### src/rtl/wcpe_pkg.sv
`timescale 1ns / 1ps
// ----------------------------------------------------------------------------
// wcpe_pkg
// Shared types and fixed constants of the window co-occurrence pair emitter.
// ----------------------------------------------------------------------------
package wcpe_pkg;

  // Token and register widths
  localparam int TOKEN_W   = 16;
  localparam int WSIZE_W   = 5;
  localparam logic [WSIZE_W-1:0] WSIZE_RESET = 5'd5;

  // Sequencer states, one-hot
  typedef enum logic [4:0] {
    S_IDLE   = 5'b00001,
    S_APPEND = 5'b00010,
    S_CENTER = 5'b00100,
    S_SCAN   = 5'b01000,
    S_FLUSH  = 5'b10000
  } state_t;

  // One candidate pair waiting for its successor
  typedef struct packed {
    logic               valid;
    logic [TOKEN_W-1:0] small_tok;
    logic [TOKEN_W-1:0] large_tok;
  } pair_t;

endpackage

### src/rtl/wcpe_ram.sv
`timescale 1ns / 1ps
// ----------------------------------------------------------------------------
// wcpe_ram
// Simple dual-port RAM: one write port, one read port with registered data.
// ----------------------------------------------------------------------------
module wcpe_ram #(
  parameter int WIDTH = 16,
  parameter int DEPTH = 33
) (
  input  logic                     clk,
  input  logic                     we,
  input  logic [$clog2(DEPTH)-1:0] waddr,
  input  logic [WIDTH-1:0]         wdata,
  input  logic                     re,
  input  logic [$clog2(DEPTH)-1:0] raddr,
  output logic [WIDTH-1:0]         rdata
);

  logic [WIDTH-1:0] mem [DEPTH];

  // Write, and register the read data; hold it when no read is issued
  always_ff @(posedge clk) begin
    if (we) begin
      mem[waddr] <= wdata;
    end
    if (re) begin
      rdata <= mem[raddr];
    end
  end

endmodule

### src/rtl/window_cooccurrence_pair_emitter_core.sv
`timescale 1ns / 1ps
// ----------------------------------------------------------------------------
// window_cooccurrence_pair_emitter_core
// Keeps a sliding window of tokens in a circular RAM and, for each token
// taken, emits every (smaller, larger) pair of the centre token with a
// differing context token, oldest first, flagging the last pair.
//
//   Channel   Handshake              Payload
//   -------   --------------------   ------------------------------------
//   input     in_valid / in_stall    token
//   output    out_valid / out_stall  smaller_token, larger_token, last_pair
//   config    cfg_we                 cfg_wdata (context span)
//
// A transaction is taken in idle; then come the append, the centre read, the
// first read, one scan step per window entry (fill after the append, up to
// 2W+1) and a closing state; the next transaction waits for idle. The single
// RAM read port walks the window one entry per cycle unless the output stalls.
// A stalled output pauses the walk when a second pair is ready and holds the
// closing state until the last pair is taken.
// Reset (rst, synchronous) empties the window and sets the context span to 5;
// RAM contents need no clearing, only entries inside the window are read.
// ----------------------------------------------------------------------------
module window_cooccurrence_pair_emitter_core
  import wcpe_pkg::*;
#(
  parameter int MAX_WINDOW = 16
) (
  input  logic               clk,
  input  logic               rst,
  input  logic               in_valid,
  output logic               in_stall,
  input  logic [TOKEN_W-1:0] token,
  output logic               out_valid,
  input  logic               out_stall,
  output logic [TOKEN_W-1:0] smaller_token,
  output logic [TOKEN_W-1:0] larger_token,
  output logic               last_pair,
  input  logic               cfg_we,
  input  logic [WSIZE_W-1:0] cfg_wdata
);

  localparam int DEPTH  = 2 * MAX_WINDOW + 1;
  localparam int PTR_W  = $clog2(DEPTH);
  localparam int FILL_W = $clog2(DEPTH + 1);
  localparam int SUM_W  = FILL_W + 1;
  localparam int EFF_W  = $clog2(MAX_WINDOW + 1);

  // Fold a sum of two in-range values back into the RAM address range
  function automatic logic [PTR_W-1:0] wrap(input logic [SUM_W-1:0] s);
    logic [SUM_W-1:0] r;
    r = (s >= SUM_W'(DEPTH)) ? (s - SUM_W'(DEPTH)) : s;
    return r[PTR_W-1:0];
  endfunction

  state_t               state, state_next;
  logic [WSIZE_W-1:0]   ctx_span;
  logic [TOKEN_W-1:0]   tok;
  logic [PTR_W-1:0]     head;
  logic [FILL_W-1:0]    fill;
  logic [FILL_W-1:0]    idx;
  logic [TOKEN_W-1:0]   ctok;
  pair_t                pend;

  logic [EFF_W-1:0]     eff;
  logic [FILL_W-1:0]    cap;
  logic                 full;
  logic [PTR_W-1:0]     head1;
  logic [FILL_W-1:0]    fill1, fill2;
  logic                 over;
  logic [PTR_W-1:0]     head_next;
  logic [FILL_W-1:0]    fill_next;
  logic [FILL_W-1:0]    center;

  logic                 ram_we, ram_re;
  logic [PTR_W-1:0]     ram_waddr, ram_raddr;
  logic [TOKEN_W-1:0]   rdata;

  logic                 qual, free, go, last_idx;
  logic                 push, push_last;
  logic [TOKEN_W-1:0]   push_small, push_large;

  // Window RAM
  wcpe_ram #(
    .WIDTH (TOKEN_W),
    .DEPTH (DEPTH)
  ) u_ram (
    .clk   (clk),
    .we    (ram_we),
    .waddr (ram_waddr),
    .wdata (tok),
    .re    (ram_re),
    .raddr (ram_raddr),
    .rdata (rdata)
  );

  // Effective window size and capacity
  always_comb begin
    if (ctx_span == '0) begin
      eff = EFF_W'(1);
    end else if (32'(ctx_span) > 32'(MAX_WINDOW)) begin
      eff = EFF_W'(MAX_WINDOW);
    end else begin
      eff = EFF_W'(ctx_span);
    end
    cap = FILL_W'({eff, 1'b1});
  end

  // Append: drop oldest if the store is full, then trim to capacity
  always_comb begin
    full      = (fill == FILL_W'(DEPTH));
    head1     = full ? wrap(SUM_W'(head) + SUM_W'(1)) : head;
    fill1     = full ? FILL_W'(DEPTH - 1) : fill;
    ram_waddr = wrap(SUM_W'(head1) + SUM_W'(fill1));
    fill2     = fill1 + FILL_W'(1);
    over      = (fill2 > cap);
    head_next = over ? wrap(SUM_W'(head1) + SUM_W'(fill2 - cap)) : head1;
    fill_next = over ? cap : fill2;
  end

  assign center = fill >> 1;

  // Scan decisions on the entry whose data sits on the RAM output
  always_comb begin
    free     = !out_valid || !out_stall;
    qual     = (idx != center) && (rdata != ctok);
    go       = !(qual && pend.valid) || free;
    last_idx = (idx == fill - FILL_W'(1));
  end

  // RAM control and output pushes
  always_comb begin
    ram_we     = 1'b0;
    ram_re     = 1'b0;
    ram_raddr  = head;
    push       = 1'b0;
    push_last  = 1'b0;
    push_small = pend.small_tok;
    push_large = pend.large_tok;
    state_next = state;
    case (state)
      S_IDLE: begin
        if (in_valid) begin
          state_next = S_APPEND;
        end
      end
      S_APPEND: begin
        ram_we     = 1'b1;
        state_next = S_CENTER;
      end
      S_CENTER: begin
        ram_re     = 1'b1;
        ram_raddr  = wrap(SUM_W'(head) + SUM_W'(center));
        state_next = S_SCAN;
      end
      S_SCAN: begin
        if (idx == '1) begin
          // first scan cycle: centre data present, issue oldest entry read
          ram_re    = 1'b1;
          ram_raddr = head;
        end else if (go) begin
          push = qual && pend.valid;
          if (last_idx) begin
            state_next = S_FLUSH;
          end else begin
            ram_re    = 1'b1;
            ram_raddr = wrap(SUM_W'(head) + SUM_W'(idx) + SUM_W'(1));
          end
        end
      end
      S_FLUSH: begin
        if (!pend.valid) begin
          state_next = S_IDLE;
        end else if (free) begin
          push       = 1'b1;
          push_last  = 1'b1;
          state_next = S_IDLE;
        end
      end
      default: begin
        state_next = S_IDLE;
      end
    endcase
  end

  assign in_stall = (state != S_IDLE);

  // Sequencer, window pointers, pending pair and configuration
  always_ff @(posedge clk) begin
    if (rst) begin
      state       <= S_IDLE;
      ctx_span    <= WSIZE_RESET;
      head        <= '0;
      fill        <= '0;
      pend.valid  <= 1'b0;
      out_valid   <= 1'b0;
    end else begin
      state <= state_next;
      if (cfg_we) begin
        ctx_span <= cfg_wdata;
      end
      if (state == S_APPEND) begin
        head <= head_next;
        fill <= fill_next;
      end
      // Hold the newest qualifying pair until the next one or the end
      if (state == S_APPEND) begin
        pend.valid <= 1'b0;
      end else if (state == S_SCAN && idx != '1 && go && qual) begin
        pend.valid <= 1'b1;
      end else if (state == S_FLUSH && free) begin
        pend.valid <= 1'b0;
      end
      if (state == S_SCAN && idx != '1 && go && qual) begin
        pend.small_tok <= (rdata < ctok) ? rdata : ctok;
        pend.large_tok <= (rdata < ctok) ? ctok : rdata;
      end
      // Output register
      if (push) begin
        out_valid <= 1'b1;
      end else if (!out_stall) begin
        out_valid <= 1'b0;
      end
    end
  end

  // Payload registers
  always_ff @(posedge clk) begin
    if (state == S_IDLE && in_valid) begin
      tok <= token;
    end
    if (state == S_CENTER) begin
      idx <= '1;
    end else if (state == S_SCAN) begin
      if (idx == '1) begin
        ctok <= rdata;
        idx  <= '0;
      end else if (go && !last_idx) begin
        idx <= idx + FILL_W'(1);
      end
    end
    if (push) begin
      smaller_token <= push_small;
      larger_token  <= push_large;
      last_pair     <= push_last;
    end
  end

  // Window never grows past the store
  a_fill_range: assert property (@(posedge clk) disable iff (rst)
    fill <= FILL_W'(DEPTH))
    else $error("window fill beyond store depth");

  // A push never overwrites a result still held by the receiver
  a_no_overwrite: assert property (@(posedge clk) disable iff (rst)
    !(push && out_valid && out_stall))
    else $error("output register overwritten while stalled");

  // No transaction accepted while a pair is still pending
  a_idle_clean: assert property (@(posedge clk) disable iff (rst)
    !in_stall |-> !pend.valid)
    else $error("input accepted with pair pending");

  // Each pair that raises out_valid is strictly ordered
  a_pair_order: assert property (@(posedge clk) disable iff (rst)
    $rose(out_valid) |-> (smaller_token < larger_token))
    else $error("emitted pair not ordered");

endmodule
### config.mk
export PLATFORM = sky130hd
export DESIGN_NAME = window_cooccurrence_pair_emitter_core
export DESIGN_NICKNAME = d
export VERILOG_FILES = /design/src/rtl/wcpe_pkg.sv /design/src/rtl/wcpe_ram.sv /design/src/rtl/window_cooccurrence_pair_emitter_core.sv
export SDC_FILE = /design/constraint.sdc
export NUM_CORES = 1
export LEC_CHECK = 0
export BUFFER_PORTS_ARGS = -buffer_cell sky130_fd_sc_hd__clkbuf_2
export CAP_MARGIN = 10
export CORE_ASPECT_RATIO = 1.2
export CORE_UTILIZATION = 60
export CTS_CLUSTER_DIAMETER = 100
export DETAILED_ROUTE_END_ITERATION = 16
export PLACE_DENSITY = 0.77
export SLEW_MARGIN = 15
export SYNTH_ARGS = -nofsm -noshare
export SYNTH_HDL_FRONTEND = slang
export SYNTH_SLANG_ARGS = --single-unit
### constraint.sdc
create_clock -name clk -period 9.2 [get_ports clk]
set_clock_uncertainty 0.1 [all_clocks]
set_input_delay 1.38 -clock clk [delete_from_list [all_inputs] [get_ports clk]]
set_output_delay 1.38 -clock clk [all_outputs]
set_load 0.02 [all_outputs]
==> out/metrics.json <==
{
  "outcome": {"value": "complete, no violations"},
  "post_synthesis_cell_type_count": {"value": 88},
  "starting_drt_drc_count": {"value": 2013},
  "irDropWorstVdd": {"value": 201.9, "unit": "µV"},
  "synth_top_area_frac": {"value": 0.6530},
  "critPathArrivalTime": {"value": 6.77, "unit": "ns"},
  "switching_power": {"value": 1.801, "unit": "mW"},
  "detail-route-antenna-nets": {"value": 0},
  "cts_resized": {"value": 0},
  "die_height": {"value": 244.8, "unit": "µm"},
  "first_global_vias": {"value": 18250},
  "part_of_the_cycle_the_worst_path_needs": {"value": 0.7229},
  "yosys.cell_count.top_type": {"value": "edfxtp_1"},
  "avgSynthCellArea": {"value": 13.80, "unit": "µm²"},
  "drt_first_pass_iters": {"value": 6},
  "holdBufCountCts": {"value": 0},
  "drt-vias-per-instance": {"value": 6.380},
  "antenna_found_initial": {"value": 1},
  "synthesis.area": {"value": 0.02948, "unit": "mm²"},
  "synth-edff-count": {"value": 641},
  "cts_post_setup_buffers_inserted": {"value": 0},
  "seq_power_share": {"value": 0.492},
  "net_count_of_the_mapped_netlist": {"value": 2227},
  "worstRegToRegCells": {"value": 19},
  "antennaDiodeCount": {"value": 0},
  "routabilityCongestion": {"value": 0.9428},
  "leakage_power": {"value": 11.93, "unit": "nW"},
  "synth_seq_area_share": {"value": 0.6733},
  "p_total": {"value": 7.286, "unit": "mW"},
  "cts_made_buffers": {"value": 66},
  "synthDominantAreaCellType": {"value": "edfxtp_1"},
  "cts_htree_levels": {"value": 3},
  "design.die.area": {"value": 0.05002, "unit": "mm²"},
  "fp.coreArea": {"value": 0.04834, "unit": "mm²"},
  "min_period": {"value": 6.651, "unit": "ns"},
  "clock_latency_on_the_worst_skew_pair": {"value": 0.60, "unit": "ns"},
  "fillers": {"value": 3262},
  "worst_pin_slew": {"value": 1.015, "unit": "ns"},
  "synth-async-reset-ratio": {"value": 0},
  "cts_tree": {"value": "yes"},
  "worstPathMaxFanout": {"value": 16},
  "cts_buffer_depth": {"value": 3},
  "synthFlopType": {"value": "edfxtp_1"},
  "wl_per_cell": {"value": 24.78, "unit": "µm"},
  "synth.top_cells.by_count": {"value": "edfxtp_1 (641), nand2_1 (295), mux2i_1 (151), nor2_1 (104), a21oi_1 (78)"},
  "internal-power": {"value": 5.486, "unit": "mW"},
  "post-route-drc-count": {"value": 0},
  "globalRoute.totalOverflow": {"value": 0},
  "crit_chain": {"value": "nand3_2, xnor2_1, nor4_1, o21ai_0, nand2_1, xor2_1, nor2_1, a21oi_1, inv_1, ha_1, a21o_1, a21oi_1, xor2_1, nor3b_1, or3b_2, a31oi_4, a31oi_1, buf_4, nor2_2"},
  "area_of_combinational_cells_with_multiple_inputs": {"value": 0.008942, "unit": "mm²"},
  "route.final.wire_length": {"value": 71.64, "unit": "mm"},
  "pin_count_of_the_biggest_net_entering_global_routing": {"value": 154},
  "initial_utilization": {"value": 0.6099},
  "clock_sinks": {"value": 671},
  "share_comb_of_total_power": {"value": 0.121},
  "start_kind": {"value": "register"},
  "final.hold.worst_slack": {"value": 0.3172, "unit": "ns"},
  "cellPowerDensity": {"value": 221.9, "unit": "mW/mm²"},
  "floorplan.rows": {"value": 88},
  "worstHoldPathType": {"value": "register to register"},
  "count_of_final_setup_violators": {"value": 0},
  "cpPeakStageDelay": {"value": 0.68, "unit": "ns"},
  "cts_root_buf": {"value": "clkbuf_16"},
  "num_vias": {"value": 18450},
  "clock_transition_time_at_the_flip_flop_clock_pins_of_the_worst_setup_and_hold_paths": {"value": 0.06, "unit": "ns"},
  "worstPathRequired": {"value": 9.31, "unit": "ns"},
  "fin_util": {"value": 0.6794},
  "final_net_count": {"value": 2302},
  "ys_seq_elements": {"value": 671},
  "maxClockFrequency": {"value": 150.4, "unit": "MHz"},
  "port_buffers": {"value": 60},
  "final_critical_path_setup_slack": {"value": 2.549, "unit": "ns"},
  "power.share.clock": {"value": 0.387},
  "p_sw_frac": {"value": 0.2471},
  "floorplan.die.width": {"value": 204.3, "unit": "µm"},
  "hold-path-cell-count": {"value": 0},
  "slew_headroom": {"value": 0.3205},
  "synthCells": {"value": 2136},
  "wire_length_of_the_first_global_routing_pass": {"value": 108.4, "unit": "mm"},
  "crit_path_top_delay_cell": {"value": "dfxtp_1"},
  "drv_cap": {"value": 0},
  "track_usage": {"value": 0.2923},
  "crit_type": {"value": "register to register"},
  "footprint_of_the_flip_flops_and_latches": {"value": 0.01985, "unit": "mm²"},
  "timing_hold_violations_final": {"value": 0},
  "timing.setup.tns": {"value": 0, "unit": "ns"},
  "synthesis.yosys.warnings": {"value": 0},
  "syn_to_layout_area_delta": {"value": 11.40, "unit": "%"},
  "rsz0062_at_grt": {"value": "false"},
  "slew_violations": {"value": 0},
  "io_pins": {"value": 61},
  "layout-drive-gt1-share": {"value": 0.1380},
  "end_kind": {"value": "register"},
  "post_synth_main_area_contributors": {"value": "edfxtp_1 (65%), mux2i_1 (5.1%), nand2_1 (3.8%), ha_1 (2.4%), dfxtp_1 (2.0%)"},
  "place.detailed.hpwl": {"value": 45.48, "unit": "mm"},
  "dp_slack": {"value": 2.360, "unit": "ns"}
}
## cell usage in the layout, fill, tap and decap left out, types with 30 or more instances in the layout
cell,instances
dfxtp_1,30
nor3_1,41
inv_1,49
nor2_1,101
buf_4,61
mux2i_1,151
mux2_2,47
nand2_1,295
clkbuf_2,60
edfxtp_1,641
ha_1,56
clkbuf_16,70
a21oi_1,78
a32oi_1,34
xnor2_1,38
o21ai_0,46
nand4_1,50
## metrics by stage
step           cell area, µm²  cells
3_3_place_gp            30570   2773
3_5_place_dp            30570   2773
6_report                32840   2891
5_1_grt                 32840   2891
2_1_floorplan           29480   2136
4_1_cts                 32830   2891
## path summary, 6_finish.rpt
check | slack, ns | start | endpoint
max | 2.55 | head[2] | u_ram.mem[30][7]
min | 0.32 | push_large[10] | larger_token[10]
max reg2reg | 2.55 | head[2] | u_ram.mem[30][7]
min reg2reg | 0.32 | push_large[10] | larger_token[10]
## registers in the layout (all words and copies together) (netlist names)
| register | cells |
|---|---|
| u_ram.mem | 528 |
| ctok | 16 |
| larger_token | 16 |
| push_large | 16 |
| push_small | 16 |
| smaller_token | 16 |
| tok | 16 |
| u_ram.rdata | 16 |
| fill | 6 |
| head | 6 |
| idx | 6 |
| ctx_span | 5 |
| state | 5 |
| last_pair | 1 |
| out_valid | 1 |
| pend | 1 |
## critical path: cells and delay by family (launching register included)
| kind | cells | cell delay [ns] |
|---|---|---|
| flops | 1 | 0.68 |
| compound gates | 6 | 1.76 |
| fa+ha+maj | 1 | 0.28 |
| xor+xnor | 3 | 1.13 |
| simple gates | 7 | 2.00 |
| buf+inv | 2 | 0.30 |
## layout make-up
type,count,area share
Timing Repair Buffer,124,0.02492
Tap cell,630,0.02400
Clock inverter,39,0.01440
Sequential cell,671,0.6044
Multi-Input combinational cell,1299,0.2723
Clock buffer,79,0.05437
Inverter,49,0.005601
## cells by family (layout without fill, tap and decap cells)
family                     after synthesis  count (layout)  synth area share
AOI/OAI and AO/OA                      345             345           0.08472
buffers and inverters                  166             291           0.02504
xor gates and xnor gates                54              54           0.01604
DFF                                    671             671            0.6733
muxes                                  198             198           0.06923
adders and majority gates               65              65           0.02988
and+or+nand+nor                        637             637            0.1017
## metal layers
metal / GRT usage / up-vias / wire, µm
met5: 0 / - / 0
met4: 0.1341 / 0 / 3147
met3: 0.04328 / 178 / 5472
met2: 0.4905 / 897 / 35570
met1: 0.3759 / 9078 / 27450
li1: - / 8292 / -
## power groups by stage
stage | Clock, mW | Sequential, mW | Combinational, mW
2_1_floorplan | 0 | 3.70 | 0.468
3_3_place_gp | 0 | 3.65 | 0.839
3_5_place_dp | 0 | 3.65 | 0.863
4_1_cts | 2.85 | 3.59 | 0.867
5_1_grt | 2.96 | 3.59 | 0.940
6_report | 2.82 | 3.59 | 0.879
Power figures use the tool's default switching activity.
